===== src/rtl/histogram_filter_localizer_core_assert.svh =====
// ----------------------------------------------------------------------------
// Histogram filter localizer: assertion macros
// Shared immediate-implication and next-cycle-implication checks.
// ----------------------------------------------------------------------------
`ifndef HISTOGRAM_FILTER_LOCALIZER_CORE_ASSERT_SVH
`define HISTOGRAM_FILTER_LOCALIZER_CORE_ASSERT_SVH

// antecedent implies consequent in the same cycle
`define HFL_ASSERT_IMPL(name, ante, cons) \
   name: assert property (@(posedge clock) disable iff (reset) (ante) |-> (cons)) \
      else $error("hfl assertion failed");

// antecedent implies consequent in the next cycle
`define HFL_ASSERT_NEXT(name, ante, cons) \
   name: assert property (@(posedge clock) disable iff (reset) (ante) |=> (cons)) \
      else $error("hfl assertion failed");

`endif


===== src/rtl/hfl_pkg.sv =====
// ----------------------------------------------------------------------------
// Histogram filter localizer: package
// Sizes, codes, control structs and constant tables shared by the block.
// ----------------------------------------------------------------------------
package hfl_pkg;

   localparam int MAX_CELLS   = 16;
   localparam int CELL_CAP    = (MAX_CELLS < 16) ? MAX_CELLS : 16;
   localparam int CIDX_W      = $clog2(CELL_CAP);
   localparam int CNT_W       = $clog2(CELL_CAP + 1);
   localparam int PROB_W      = 16;
   localparam int PROD_W      = 2 * PROB_W;
   localparam int ACC_W       = PROD_W + (($clog2(CELL_CAP) > 2) ? $clog2(CELL_CAP) : 2);
   localparam int STEP_W      = $clog2(PROB_W);
   localparam int RESET_CELLS = (CELL_CAP < 5) ? CELL_CAP : 5;

   // item op codes
   localparam logic [1:0] OP_SENSE   = 2'd0;
   localparam logic [1:0] OP_MOVE    = 2'd1;
   localparam logic [1:0] OP_UNIFORM = 2'd2;

   // csr register indexes
   localparam logic [2:0] CSR_HIT_GAIN   = 3'd0;
   localparam logic [2:0] CSR_MISS_GAIN  = 3'd1;
   localparam logic [2:0] CSR_EXACT      = 3'd2;
   localparam logic [2:0] CSR_OVERSHOOT  = 3'd3;
   localparam logic [2:0] CSR_UNDERSHOOT = 3'd4;
   localparam logic [2:0] CSR_WORLD_MAP  = 3'd5;
   localparam logic [2:0] CSR_CELLS      = 3'd6;

   typedef struct packed {
      logic mul_en;
      logic acc_clr;
      logic acc_add;
      logic div_load;
      logic div_step;
   } unit_ctl_type;

   typedef struct packed {
      logic              acc_zero;
      logic [PROB_W-1:0] div_q;   // saturated quotient
      logic [PROB_W-1:0] mac_q;   // saturated acc >> 16
   } unit_stat_type;

   typedef struct packed {
      logic              en;
      logic [CIDX_W-1:0] idx;
      logic [PROB_W-1:0] data;
   } bel_wr_type;

   // floor(65536 / n) saturated to 16 bits
   function automatic logic [PROB_W-1:0] uniform_prob(input logic [4:0] n);
      logic [PROB_W-1:0] p;
      case (n)
         5'd2:    p = 16'd32768;
         5'd3:    p = 16'd21845;
         5'd4:    p = 16'd16384;
         5'd5:    p = 16'd13107;
         5'd6:    p = 16'd10922;
         5'd7:    p = 16'd9362;
         5'd8:    p = 16'd8192;
         5'd9:    p = 16'd7281;
         5'd10:   p = 16'd6553;
         5'd11:   p = 16'd5957;
         5'd12:   p = 16'd5461;
         5'd13:   p = 16'd5041;
         5'd14:   p = 16'd4681;
         5'd15:   p = 16'd4369;
         5'd16:   p = 16'd4096;
         default: p = 16'd65535;
      endcase
      return p;
   endfunction

   function automatic logic [PROB_W-1:0] reset_belief(input int idx);
      return (idx < RESET_CELLS) ? uniform_prob(5'(RESET_CELLS)) : '0;
   endfunction

endpackage


===== src/rtl/hfl_belief.sv =====
// ----------------------------------------------------------------------------
// Histogram filter localizer: belief store
// Belief cells with reset to the uniform start value, plus a scratch row.
// ----------------------------------------------------------------------------
module hfl_belief import hfl_pkg::*; (
   input  logic              clock,
   input  logic              reset,
   input  bel_wr_type        bel_wr,
   input  bel_wr_type        scr_wr,
   input  logic [CIDX_W-1:0] rd_idx,
   output logic [PROB_W-1:0] bel_rd_data,
   output logic [PROB_W-1:0] scr_rd_data
);

   logic [PROB_W-1:0] belief_ff  [CELL_CAP];
   logic [PROB_W-1:0] scratch_ff [CELL_CAP];

   always_ff @(posedge clock) begin
      if (reset) begin
         for (int i = 0; i < CELL_CAP; i++) begin
            belief_ff[i] <= reset_belief(i);
         end
      end else if (bel_wr.en) begin
         belief_ff[bel_wr.idx] <= bel_wr.data;
      end
   end

   // scratch is always written before read
   always_ff @(posedge clock) begin
      if (scr_wr.en) begin
         scratch_ff[scr_wr.idx] <= scr_wr.data;
      end
   end

   assign bel_rd_data = belief_ff[rd_idx];
   assign scr_rd_data = scratch_ff[rd_idx];

endmodule


===== src/rtl/hfl_unit.sv =====
// ----------------------------------------------------------------------------
// Histogram filter localizer: shared arithmetic unit
// 16x16 multiplier, accumulator and one-bit-per-cycle restoring divider.
// ----------------------------------------------------------------------------
module hfl_unit import hfl_pkg::*; (
   input  logic              clock,
   input  unit_ctl_type      ctl,
   input  logic [PROB_W-1:0] mul_a,
   input  logic [PROB_W-1:0] mul_b,
   output unit_stat_type     stat
);

   logic [PROD_W-1:0] prod_ff;
   logic [ACC_W-1:0]  acc_ff;
   logic [ACC_W-1:0]  rem_ff;
   logic [PROB_W:0]   quo_ff;

   logic [ACC_W:0]    div_x;
   logic [ACC_W:0]    div_d;
   logic              div_ge;
   logic [ACC_W-1:0]  rem_in;

   // divisor is the accumulated sum; load starts on the product (weight 2^16 bit)
   always_comb begin
      div_x  = ctl.div_load ? (ACC_W+1)'(prod_ff) : {rem_ff, 1'b0};
      div_d  = {1'b0, acc_ff};
      div_ge = (div_x >= div_d);
      rem_in = div_ge ? ACC_W'(div_x - div_d) : ACC_W'(div_x);
   end

   always_ff @(posedge clock) begin
      if (ctl.mul_en) begin
         prod_ff <= PROD_W'(mul_a) * PROD_W'(mul_b);
      end
      if (ctl.acc_clr) begin
         acc_ff <= '0;
      end else if (ctl.acc_add) begin
         acc_ff <= acc_ff + ACC_W'(prod_ff);
      end
      if (ctl.div_load) begin
         rem_ff <= rem_in;
         quo_ff <= {{PROB_W{1'b0}}, div_ge};
      end else if (ctl.div_step) begin
         rem_ff <= rem_in;
         quo_ff <= {quo_ff[PROB_W-1:0], div_ge};
      end
   end

   assign stat.acc_zero = (acc_ff == '0);
   assign stat.div_q    = quo_ff[PROB_W] ? '1 : quo_ff[PROB_W-1:0];
   assign stat.mac_q    = (|acc_ff[ACC_W-1:PROD_W]) ? '1 : acc_ff[PROD_W-1:PROB_W];

endmodule


===== src/rtl/histogram_filter_localizer_core.sv =====
// ----------------------------------------------------------------------------
// Histogram filter localizer core
// Discrete Bayes filter over a cyclic 1-D world of up to 16 cells, Q0.16 belief.
// ----------------------------------------------------------------------------
//
//  channel | dir | handshake          | payload
//  --------+-----+--------------------+-----------------------------------------
//  req     | in  | req_tvalid/tready  | tdata: op, measured_color, shift
//  rsp     | out | rsp_tvalid/tready  | tdata: cell_index, probability;
//          |     |                    | tuser: sum_zero; tlast: last cell
//  csr     | in  | csr_we             | csr_addr register index, csr_wdata value
//
//  Op 3 returns nothing. Sense and move run on the single shared multiplier
//  (one product per cycle while enabled); sense then normalizes with the
//  restoring divider, one quotient bit per cycle, 17 bits per cell.
//  req_tready is high only while idle; an item is taken even when the last
//  result of the previous one still waits in the output register.
//  A stalled rsp side holds the emit walk; no results are dropped.
//  Reset is synchronous: control and config registers get their defaults, belief is uniform over 5.
//
module histogram_filter_localizer_core import hfl_pkg::*; (
   input  logic        clock,
   input  logic        reset,
   input  logic        req_tvalid,
   output logic        req_tready,
   input  logic [7:0]  req_tdata,   // [1:0] op, [3:2] measured_color, [7:4] shift
   output logic        rsp_tvalid,
   input  logic        rsp_tready,
   output logic [23:0] rsp_tdata,   // [3:0] cell_index, [19:4] probability, rest 0
   output logic        rsp_tuser,   // [0] sum_zero
   output logic        rsp_tlast,
   input  logic        csr_we,
   input  logic [2:0]  csr_addr,
   input  logic [31:0] csr_wdata
);

`include "histogram_filter_localizer_core_assert.svh"

   // sequencer states
   localparam logic [3:0] ST_IDLE   = 4'd0;
   localparam logic [3:0] ST_MOD    = 4'd1;   // shift mod n
   localparam logic [3:0] ST_MUL    = 4'd2;
   localparam logic [3:0] ST_ACC    = 4'd3;
   localparam logic [3:0] ST_CHK    = 4'd4;   // zero-sum test
   localparam logic [3:0] ST_DMUL   = 4'd5;
   localparam logic [3:0] ST_DLOAD  = 4'd6;
   localparam logic [3:0] ST_DSTEP  = 4'd7;
   localparam logic [3:0] ST_DSTORE = 4'd8;
   localparam logic [3:0] ST_MWR    = 4'd9;
   localparam logic [3:0] ST_EMIT   = 4'd10;

   // move taps
   localparam logic [1:0] TAP_EXACT = 2'd0;
   localparam logic [1:0] TAP_OVER  = 2'd1;
   localparam logic [1:0] TAP_UNDER = 2'd2;

   // emit source
   localparam logic [1:0] SRC_BELIEF  = 2'd0;
   localparam logic [1:0] SRC_SCRATCH = 2'd1;
   localparam logic [1:0] SRC_UNIFORM = 2'd2;

   localparam logic [STEP_W-1:0] STEP_LAST = STEP_W'(PROB_W - 1);

   // ---------------- configuration registers ----------------
   logic [15:0] hit_gain_ff, miss_gain_ff, exact_ff, over_ff, under_ff;
   logic [31:0] world_map_ff;
   logic [4:0]  cells_ff;

   always_ff @(posedge clock) begin
      if (reset) begin
         hit_gain_ff  <= 16'd39322;
         miss_gain_ff <= 16'd13107;
         exact_ff     <= 16'd52429;
         over_ff      <= 16'd6554;
         under_ff     <= 16'd6554;
         world_map_ff <= '0;
         cells_ff     <= 5'd5;
      end else if (csr_we) begin
         unique case (csr_addr)
            CSR_HIT_GAIN:   hit_gain_ff  <= csr_wdata[15:0];
            CSR_MISS_GAIN:  miss_gain_ff <= csr_wdata[15:0];
            CSR_EXACT:      exact_ff     <= csr_wdata[15:0];
            CSR_OVERSHOOT:  over_ff      <= csr_wdata[15:0];
            CSR_UNDERSHOOT: under_ff     <= csr_wdata[15:0];
            CSR_WORLD_MAP:  world_map_ff <= csr_wdata;
            CSR_CELLS:      cells_ff     <= csr_wdata[4:0];
            default: ;
         endcase
      end
   end

   // clamp cell count to 1..CELL_CAP
   logic [CNT_W-1:0] n_now;
   always_comb begin
      if (cells_ff == 5'd0) begin
         n_now = CNT_W'(1);
      end else if (cells_ff > 5'(CELL_CAP)) begin
         n_now = CNT_W'(CELL_CAP);
      end else begin
         n_now = CNT_W'(cells_ff);
      end
   end

   // ---------------- sequencer registers ----------------
   logic [3:0]        state_ff, state_in;
   logic [1:0]        op_ff;
   logic [1:0]        color_ff;
   logic [3:0]        u_ff;
   logic [CNT_W-1:0]  n_ff;
   logic [CIDX_W-1:0] idx_ff;
   logic [1:0]        tap_ff;
   logic [STEP_W-1:0] step_ff;
   logic [1:0]        src_ff;
   logic              flag_ff;

   logic        rsp_valid_ff;
   logic [3:0]  rsp_cell_ff;
   logic [15:0] rsp_prob_ff;
   logic        rsp_flag_ff;
   logic        rsp_last_ff;

   logic [1:0] req_op;
   logic [1:0] req_color;
   logic [3:0] req_shift;
   logic       req_fire;

   assign req_op     = req_tdata[1:0];
   assign req_color  = req_tdata[3:2];
   assign req_shift  = req_tdata[7:4];
   assign req_tready = (state_ff == ST_IDLE);
   assign req_fire   = req_tvalid & req_tready;

   logic [CIDX_W-1:0] last_idx;
   logic              idx_last;
   logic              u_ge_n;
   logic              emit_load;

   assign last_idx  = CIDX_W'(n_ff - 1'b1);
   assign idx_last  = (idx_ff == last_idx);
   assign u_ge_n    = (5'(u_ff) >= 5'(n_ff));
   assign emit_load = (state_ff == ST_EMIT) && (!rsp_valid_ff || rsp_tready);

   // move source cells: a = (i - u) mod n, o = a - 1, b = a + 1 (cyclic)
   logic [CNT_W:0]    mv_base;
   logic [CIDX_W-1:0] a_idx, o_idx, b_idx;
   always_comb begin
      mv_base = (CNT_W+1)'(idx_ff) + (CNT_W+1)'(n_ff) - (CNT_W+1)'(u_ff);
      if (mv_base >= (CNT_W+1)'(n_ff)) begin
         a_idx = CIDX_W'(mv_base - (CNT_W+1)'(n_ff));
      end else begin
         a_idx = CIDX_W'(mv_base);
      end
      o_idx = (a_idx == '0) ? last_idx : a_idx - 1'b1;
      b_idx = (a_idx == last_idx) ? '0 : a_idx + 1'b1;
   end

   // ---------------- belief store and shared unit ----------------
   logic [CIDX_W-1:0] rd_idx;
   logic [PROB_W-1:0] bel_rd_data, scr_rd_data;
   bel_wr_type        bel_wr, scr_wr;
   unit_ctl_type      unit_ctl;
   unit_stat_type     unit_stat;
   logic [PROB_W-1:0] mul_a;
   logic [PROB_W-1:0] emit_data;
   logic [1:0]        cell_color;

   assign cell_color = world_map_ff[{idx_ff, 1'b0} +: 2];

   always_comb begin
      rd_idx = idx_ff;
      if (state_ff == ST_MUL && op_ff == OP_MOVE) begin
         case (tap_ff)
            TAP_EXACT: rd_idx = a_idx;
            TAP_OVER:  rd_idx = o_idx;
            default:   rd_idx = b_idx;
         endcase
      end
   end

   always_comb begin
      if (op_ff == OP_MOVE) begin
         case (tap_ff)
            TAP_EXACT: mul_a = exact_ff;
            TAP_OVER:  mul_a = over_ff;
            default:   mul_a = under_ff;
         endcase
      end else begin
         mul_a = (cell_color == color_ff) ? hit_gain_ff : miss_gain_ff;
      end
   end

   always_comb begin
      unit_ctl          = '0;
      unit_ctl.mul_en   = (state_ff == ST_MUL) || (state_ff == ST_DMUL);
      unit_ctl.acc_clr  = (req_fire && req_op == OP_SENSE) ||
                          (state_ff == ST_MUL && op_ff == OP_MOVE && tap_ff == TAP_EXACT);
      unit_ctl.acc_add  = (state_ff == ST_ACC);
      unit_ctl.div_load = (state_ff == ST_DLOAD);
      unit_ctl.div_step = (state_ff == ST_DSTEP);
   end

   always_comb begin
      case (src_ff)
         SRC_BELIEF:  emit_data = bel_rd_data;
         SRC_SCRATCH: emit_data = scr_rd_data;
         default:     emit_data = uniform_prob(5'(n_ff));
      endcase
   end

   always_comb begin
      scr_wr.en   = (state_ff == ST_DSTORE) || (state_ff == ST_MWR);
      scr_wr.idx  = idx_ff;
      scr_wr.data = (state_ff == ST_DSTORE) ? unit_stat.div_q : unit_stat.mac_q;
      // commit new belief as each cell goes out
      bel_wr.en   = emit_load && (src_ff != SRC_BELIEF);
      bel_wr.idx  = idx_ff;
      bel_wr.data = emit_data;
   end

   hfl_belief u_belief (
      .clock       (clock),
      .reset       (reset),
      .bel_wr      (bel_wr),
      .scr_wr      (scr_wr),
      .rd_idx      (rd_idx),
      .bel_rd_data (bel_rd_data),
      .scr_rd_data (scr_rd_data)
   );

   hfl_unit u_unit (
      .clock (clock),
      .ctl   (unit_ctl),
      .mul_a (mul_a),
      .mul_b (bel_rd_data),
      .stat  (unit_stat)
   );

   // ---------------- next state ----------------
   always_comb begin
      state_in = state_ff;
      unique case (state_ff)
         ST_IDLE: begin
            if (req_fire) begin
               case (req_op)
                  OP_SENSE:   state_in = ST_MUL;
                  OP_MOVE:    state_in = ST_MOD;
                  OP_UNIFORM: state_in = ST_EMIT;
                  default:    state_in = ST_IDLE;
               endcase
            end
         end
         ST_MOD:    state_in = u_ge_n ? ST_MOD : ST_MUL;
         ST_MUL:    state_in = ST_ACC;
         ST_ACC: begin
            if (op_ff == OP_MOVE) begin
               state_in = (tap_ff == TAP_UNDER) ? ST_MWR : ST_MUL;
            end else begin
               state_in = idx_last ? ST_CHK : ST_MUL;
            end
         end
         ST_CHK:    state_in = unit_stat.acc_zero ? ST_EMIT : ST_DMUL;
         ST_DMUL:   state_in = ST_DLOAD;
         ST_DLOAD:  state_in = ST_DSTEP;
         ST_DSTEP:  state_in = (step_ff == STEP_LAST) ? ST_DSTORE : ST_DSTEP;
         ST_DSTORE: state_in = idx_last ? ST_EMIT : ST_DMUL;
         ST_MWR:    state_in = idx_last ? ST_EMIT : ST_MUL;
         ST_EMIT:   state_in = (emit_load && idx_last) ? ST_IDLE : ST_EMIT;
         default:   state_in = ST_IDLE;
      endcase
   end

   always_ff @(posedge clock) begin
      if (reset) begin
         state_ff <= ST_IDLE;
         op_ff    <= OP_SENSE;
         color_ff <= '0;
         u_ff     <= '0;
         n_ff     <= CNT_W'(1);
         idx_ff   <= '0;
         tap_ff   <= TAP_EXACT;
         step_ff  <= '0;
         src_ff   <= SRC_BELIEF;
         flag_ff  <= 1'b0;
      end else begin
         state_ff <= state_in;
         unique case (state_ff)
            ST_IDLE: begin
               if (req_fire) begin
                  op_ff    <= req_op;
                  color_ff <= req_color;
                  u_ff     <= req_shift;
                  n_ff     <= n_now;
                  idx_ff   <= '0;
                  tap_ff   <= TAP_EXACT;
                  flag_ff  <= 1'b0;
                  src_ff   <= (req_op == OP_UNIFORM) ? SRC_UNIFORM : SRC_SCRATCH;
               end
            end
            ST_MOD: begin
               if (u_ge_n) begin
                  u_ff <= u_ff - 4'(n_ff);
               end
            end
            ST_ACC: begin
               if (op_ff == OP_MOVE) begin
                  tap_ff <= (tap_ff == TAP_UNDER) ? TAP_EXACT : tap_ff + 1'b1;
               end else if (!idx_last) begin
                  idx_ff <= idx_ff + 1'b1;
               end
            end
            ST_CHK: begin
               idx_ff <= '0;
               if (unit_stat.acc_zero) begin
                  // zero sum: emit the belief as it stands
                  flag_ff <= 1'b1;
                  src_ff  <= SRC_BELIEF;
               end
            end
            ST_DLOAD:  step_ff <= '0;
            ST_DSTEP:  step_ff <= step_ff + 1'b1;
            ST_DSTORE, ST_MWR: begin
               idx_ff <= idx_last ? '0 : idx_ff + 1'b1;
            end
            ST_EMIT: begin
               if (emit_load) begin
                  idx_ff <= idx_last ? '0 : idx_ff + 1'b1;
               end
            end
            default: ;
         endcase
      end
   end

   // ---------------- output register ----------------
   always_ff @(posedge clock) begin
      if (reset) begin
         rsp_valid_ff <= 1'b0;
      end else if (emit_load) begin
         rsp_valid_ff <= 1'b1;
      end else if (rsp_tready) begin
         rsp_valid_ff <= 1'b0;
      end
   end

   always_ff @(posedge clock) begin
      if (emit_load) begin
         rsp_cell_ff <= 4'(idx_ff);
         rsp_prob_ff <= emit_data;
         rsp_flag_ff <= flag_ff;
         rsp_last_ff <= idx_last;
      end
   end

   assign rsp_tvalid = rsp_valid_ff;
   assign rsp_tdata  = {4'b0000, rsp_prob_ff, rsp_cell_ff};
   assign rsp_tuser  = rsp_flag_ff;
   assign rsp_tlast  = rsp_last_ff;

   // ---------------- assertions ----------------
   `HFL_ASSERT_IMPL(a_emit_idx_in_range, state_ff == ST_EMIT, CNT_W'(idx_ff) < n_ff)
   `HFL_ASSERT_IMPL(a_div_nonzero_sum, state_ff == ST_DSTORE, !unit_stat.acc_zero)
   `HFL_ASSERT_IMPL(a_flag_only_sense, flag_ff, op_ff == OP_SENSE)
   `HFL_ASSERT_NEXT(a_last_emit_idles, emit_load && idx_last, state_ff == ST_IDLE)

endmodule

===== config.mk =====
export PLATFORM = sky130hd
export DESIGN_NAME = histogram_filter_localizer_core
export DESIGN_NICKNAME = d
export VERILOG_FILES = /design/src/rtl/hfl_pkg.sv /design/src/rtl/hfl_belief.sv /design/src/rtl/hfl_unit.sv /design/src/rtl/histogram_filter_localizer_core.sv
export VERILOG_INCLUDE_DIRS = /design/src /design/src/rtl
export SDC_FILE = /design/constraint.sdc
export NUM_CORES = 2
export LEC_CHECK = 0
export BUFFER_PORTS_ARGS = -buffer_cell sky130_fd_sc_hd__buf_4
export CAP_MARGIN = 30
export CORE_ASPECT_RATIO = 1.1
export CORE_MARGIN = 2
export CORE_UTILIZATION = 35
export CTS_CLUSTER_DIAMETER = 60
export DETAILED_ROUTE_END_ITERATION = 10
export PLACE_DENSITY = 0.5
export SYNTH_ARGS = -nofsm -noshare
export SYNTH_HDL_FRONTEND = slang
export SYNTH_SLANG_ARGS = --single-unit
export TNS_END_PERCENT = 20

===== constraint.sdc =====
create_clock -name clock -period 14.1 [get_ports clock]
set_input_delay 0.705 -clock clock [delete_from_list [all_inputs] [get_ports clock]]
set_output_delay 0.705 -clock clock [all_outputs]
set_load 0.01 [all_outputs]

---- Yosys cells after proc, flatten, opt, wreduce, memory -nomap -nowiden ----
Memories as Yosys holds them, arrays and structs flattened. A register that Yosys moved wholly into a read port is not among the register bits.
Cells that the tools add are included.
cells by class
  add/subtract/negate cells ............... 12
  multipliers ............................. 1
  order comparisons ....................... 4
  equality and inequality tests ........... 33
  shift-type cells ........................ 1
  mux-type cells .......................... 67
  bitwise logic cells ..................... 1
  reductions and logical operators ........ 41
operators with widths
  kind                                                 count
  two-way mux 36 bit                                   3
  two-way mux 16 bit                                   6
  two-way mux 4 bit                                    20
  case mux 16 bit (2 select lines)                     2
  case mux 4 bit (11 select lines)                     1
  greater-or-equal comparator 37 x 36 -> 1 bit         1
  two-way mux 37 bit                                   1
  adder 36 x 32 -> 36 bit                              1
  zero test 36 bit                                     1
  subtractor 36 bit                                    1
  multiplier 16 x 16 -> 32 bit                         1
  variable part select 32 x 6 -> 2 bit                 1
  case mux 4 bit (2 select lines)                      3
  two-way mux 5 bit                                    4
  case mux 4 bit (5 select lines)                      1
  equality test 4 x 3 -> 1 bit, second input constant  4
  equality test 4 bit, second input constant           4
  AND reduction 2 bit                                  8
  OR reduction 16 bit                                  1
  two-way mux 1 bit                                    14
  two-way mux 2 bit                                    7
  adder 4 x 1 -> 4 bit, second input constant          3
  != test 2 bit, second input constant                 6
  case mux 4 bit (3 select lines)                      1
  other kinds (35)                                     65
storage, ports and cells
  bits in registers ....................... 291
  RAM bits ................................ 512
  ROM bits ................................ 512
  logic and storage cells ................. 190
  memories kept ........................... 3
memory list
  name                 words  width  read ports  clocked after memory_dff  wr ports  line              text
  (name not given)     32     16     1           1                         0         hfl_pkg.sv:54     case (n)
  u_belief.belief_ff   16     16     1           0                         16        hfl_belief.sv:15  logic [PROB_W-1:0] belief_ff [CELL_CAP];
  u_belief.scratch_ff  16     16     1           0                         1         hfl_belief.sv:16  logic [PROB_W-1:0] scratch_ff [CELL_CAP];

---- Longest topological paths before layout ----
An unclocked memory read counts as a cell.
  depth after elaboration ................. 11
  gate-level depth with buffers ........... 53

---- Modules after synthesis ----
From an unflattened synthesis, not the netlist that was laid out.
second synthesis, totals
  cells, all modules ...................... 4266
  area total of the unflattened synthesis .. 48308.8 um^2
modules (own cells, without submodules)
  module                           times used  cells an instance  area an instance (um^2)  sequential area each (um^2)
  hfl_belief                       1           1138               21150.3                  15374.7
  hfl_unit                         1           1909               17145.2                  3113.0
  histogram_filter_localizer_core  1           1219               10013.4                  3943.8

---- Worst setup path after synthesis ----
Ideal clock, no wire load.
  kind .................................... flip-flop to flip-flop
  from .................................... reg idx_ff[0]
  to ...................................... reg u_unit.prod_ff[31] (data pin)
  library setup time ...................... 265 ps
  arrival time ............................ 11644 ps
  required time ........................... 13835 ps
  path slack .............................. 2191 ps
  cell stages (with the launch flop) ...... 50
  path buffers ............................ 6
  period minus slack after synthesis ...... 11909 ps
  path through ............................ dfxtp_1 clkbuf_1 buf_2 inv_1 ha_1 inv_1 ha_1 fa_1 xnor2_1 inv_1 ha_1 and3_1 a221o_1 o21ai_0 nand2_1 ha_1 a211o_1 a311oi_2 (+14 left out) fa_1 inv_1 ha_1 fa_1 inv_1 fa_1 inv_1 ha_1 or3_1 nand2b_1 o21ai_0 o21ai_0 a21oi_1 o21a_1 o21ai_0 o211a_1 a221oi_1 xnor2_1
on the way
  word-level cells in the longest chain between the ends .. 10
  elaborated cells on any way between the ends .. 19
  classes of those cells .................. add/sub: 5; mul: 1; order compare: 1; eq/ne: 2; shift: 1; mux: 7; reduce/logical: 1; memory: 1
RTL lines
  element                                                                                line                                                                            text
  from (decl)                                                                            histogram_filter_localizer_core.sv:110                                          logic [CIDX_W-1:0] idx_ff;
  from (signal assigned)                                                                 histogram_filter_localizer_core.sv:308                                          idx_ff <= idx_ff + 1'b1;
  from (signal assigned)                                                                 histogram_filter_localizer_core.sv:322                                          idx_ff <= idx_last ? '0 : idx_ff + 1'b1;
  from (signal assigned)                                                                 histogram_filter_localizer_core.sv:326                                          idx_ff <= idx_last ? '0 : idx_ff + 1'b1;
  adder 4 x 5 -> 6 bit                                                                   histogram_filter_localizer_core.sv:147                                          mv_base = (CNT_W+1)'(idx_ff) + (CNT_W+1)'(n_ff) - (CNT_W+1)'(u_ff);
  subtractor 6 x 4 -> 6 bit                                                              histogram_filter_localizer_core.sv:147
  greater-or-equal comparator 6 x 5 -> 1 bit / subtractor 4 bit (equally long branches)  histogram_filter_localizer_core.sv:148, histogram_filter_localizer_core.sv:149
  two-way mux 4 bit                                                                      histogram_filter_localizer_core.sv:148                                          if (mv_base >= (CNT_W+1)'(n_ff)) begin
  adder 4 x 1 -> 4 bit, or another cell as far along                                     histogram_filter_localizer_core.sv:154                                          b_idx = (a_idx == last_idx) ? '0 : a_idx + 1'b1;
  two-way mux 4 bit (on tied branches)                                                   histogram_filter_localizer_core.sv:154, histogram_filter_localizer_core.sv:153
  case mux 4 bit (2 select lines)                                                        histogram_filter_localizer_core.sv:172                                          case (tap_ff)
  two-way mux 4 bit                                                                      histogram_filter_localizer_core.sv:171                                          if (state_ff == ST_MUL && op_ff == OP_MOVE) begin
  memory (16 x 16 bit)                                                                   -
  multiplier 16 x 16 -> 32 bit (*)                                                       hfl_unit.sv:33                                                                  prod_ff <= PROD_W'(mul_a) * PROD_W'(mul_b);
  to (signal assigned)                                                                   hfl_unit.sv:33
  to (decl)                                                                              hfl_unit.sv:13                                                                  logic [PROD_W-1:0] prod_ff;
Every way passes the cells marked *; elsewhere a longest branch is shown, timed or not.
A chain may end at the register's enable or synchronous reset.

---- Worst setup path in the final report ----
  from .................................... reg idx_ff[3]
  to ...................................... reg u_unit.prod_ff[31] (data pin)
Same word-level chain as after synthesis.

==> out/results.ini <==
[cts]
cts_hold_buffers=0
clk_path_buf_depth=3
root_buffer=clkbuf_16
insertion_delay_ns=0.75
cts_sinks=819
cts_tree=yes
numCtsBuffers=97
clk_pin_slew_ns=0.06
htree_levels=3

[detailed_routing]
route.detailed.drc=0
highest_layer=met4
wl_mm=148.6
dr_wl_met2_mm=70.28
routed_via_density=5.294
wire_per_inst_um=22.52
num_vias=34944
dr_wl_met3_mm=7.412
met1_length_mm=67.95
drtIter0Drc=2604
dr.pass1.iters=5
drtAntennaViolNets=0

[sta]
period_needed_ns=13.26
slew_viol_final=0
hold_viol=0
rsz0062_at_grt=no
period_share_pct=94.06
worstMarginPinSlew_ns=1.227
max_freq_mhz=75.40
setup_ws_ns=0.8382
relSlewSlack_pct=18.21
setup_viol=0
clock_skew_ns=0.04337
setup_tns_ns=0

[worst_setup_path]
critical_path.slowest_cell=a221oi_2
worst-setup-path-type=reg -> reg
cpPeakStageDelay_ns=0.71
endpoint_kind=flip-flop
worstPathMaxFanout=21
required_ns=14.56
crit_top_cell=fa_1
cp-start-kind=flip-flop
arrival_ns=13.72

[placed_design]
pre_cts_ws_ns=0.5849
gp_congestion=0.8796
io_buffers=71
hpwl_mm=104.8
place_inst=6418

[grt]
antenna_found_initial=0
grt_pass1_vias=35164
grt_use_total_pct=21.13
grt_overflow=0
grt_max_degree=87
grt_pass1_wl_mm=224.4

[synthesis]
ys_async_sr_fraction_pct=0
synth_edf_count=603
synth_cell_type_count=100
synthTopCellsByArea=edfxtp_1 38%, dfxtp_1 9.0%, fa_1 8.4%, nand2_1 5.5%, ha_1 5.3%
netlist.area_leader.share_pct=37.60
post-synth-top-count-cell=nand2_1
synth_top_area_cell=edfxtp_1
syn_avg_cell_area_um2=10.35
ys_seq_area_share_pct=46.58
synthFlopType=edfxtp_1
syn_area_mm2=0.04816
yosys_warnings=0
synth_common_cells=708 x nand2_1, 603 x edfxtp_1, 466 x nor2_1
ys_ff_latch=819
syn_inst=4654

[status]
outcome=complete, no violations

[die]
die_h_um=393.1
die_w_um=357.7
die-area_mm2=0.1406
core-area_mm2=0.1365
rows=142
start_util_pct=35.29
io-pin-count=76

[layout]
nets=5172
diodes=0
final_core_util_pct=39.87
synthToLayoutAreaGrowth_pct=12.96
fin_cells=6601
nFillCells=13412
drive_above_1_share_pct=10.87

[hold_path]
hold_path_class=in -> reg

[job]
maxCapViolations=0

==> critical path, delay by kind of cell (launching register included) <==
family	cells	cell delay, ns
compound gates	15	4.33
xor+xnor	2	0.56
fa+ha+maj	11	4.70
buf+inv	8	1.26
flops	1	0.62
simple gates	6	1.47
==> repair_timing <==
| action | CTS | global route |
|---|---|---|
| buffers inserted | 0 | 0 |
| hold endpoints to repair | 0 | 0 |
| gates resized for setup | 0 | 1 |
| endpoints found under the setup margin | 0 | 3 |
==> layout by cell type, fill, tap and decap left out, types with 46 or more instances in the layout <==
master,Yosys,layout
a21o_1,46,46
a21oi_1,249,249
a31oi_1,52,52
and2_1,53,53
buf_4,35,188
clkbuf_16,0,100
dfxtp_1,216,215
edfxtp_1,603,603
fa_1,202,202
ha_1,203,203
inv_1,328,327
mux2_2,65,65
mux2i_1,142,141
nand2_1,708,707
nand2b_1,145,145
nand3_1,99,99
nor2_1,466,464
nor2b_1,53,52
o21ai_0,84,84
xnor2_1,77,76
==> logic make-up after synthesis <==
group	after synthesis	share of synthesized area (%)
AND/OR/NAND/NOR	1749	16.51
XOR/XNOR	105	1.910
flip-flops	819	46.58
other	1	0.007787
adder cells (fa/ha/maj)	405	13.67
multiplexers	230	5.297
AO/OA/AOI/OAI	766	10.92
buffers and inverters	579	5.105
==> layout make-up <==
type / count / area (um^2) / share of cell area [%]
timing repair buffer: 211 / 1790 / 3.291
tap: 1800 / 2252 / 4.140
sequential: 819 / 22430 / 41.24
clock buffer: 140 / 2763 / 5.078
multi-input combinational: 3259 / 23410 / 43.03
inverter: 331 / 1242 / 2.284
clock inverter: 41 / 509.2 / 0.9361
==> per-layer routing <==
layer,vias up,track usage (%)
li1,16320,-
met1,17526,29.25
met5,-,0
met2,938,35.02
met3,160,2.657
met4,0,5.280
==> stage by stage <==
step	hold slack [ns]	cell area, um^2
final	0.2263	54400
after global routing	0.2173	54400
after CTS	0.1786	54370
after detailed placement	0.4183	51100
after global placement	0.4169	50730
after floorplan	0.4064	48170
==> registers in the layout, indices dropped and copies added (netlist names), 5 cells and up, named ones only <==
| name | count |
|---|---|
| u_unit.quo_ff | 17 |
| u_belief.scratch_ff | 256 |
| n_ff | 5 |
| under_ff | 16 |
| u_belief.belief_ff | 256 |
| cells_ff | 5 |
| rsp_prob_ff | 16 |
| u_unit.rem_ff | 36 |
| hit_gain_ff | 16 |
| u_unit.prod_ff | 32 |
| miss_gain_ff | 16 |
| u_unit.acc_ff | 36 |
| exact_ff | 16 |
| over_ff | 16 |
| world_map_ff | 32 |
==> final timing paths <==
path,from,end,slack (ns),cells past startpoint
setup reg to reg,idx_ff[3],u_unit.prod_ff[31],0.84,42
hold / removal,csr_wdata[18],world_map_ff[18],0.23,3
setup / recovery,idx_ff[3],u_unit.prod_ff[31],0.84,42
hold reg to reg,flag_ff,rsp_tuser,0.43,0
Power is left out: the tool's default activity adds up to more than one toggle a clock period on the data nets, which glitch-free logic cannot reach.
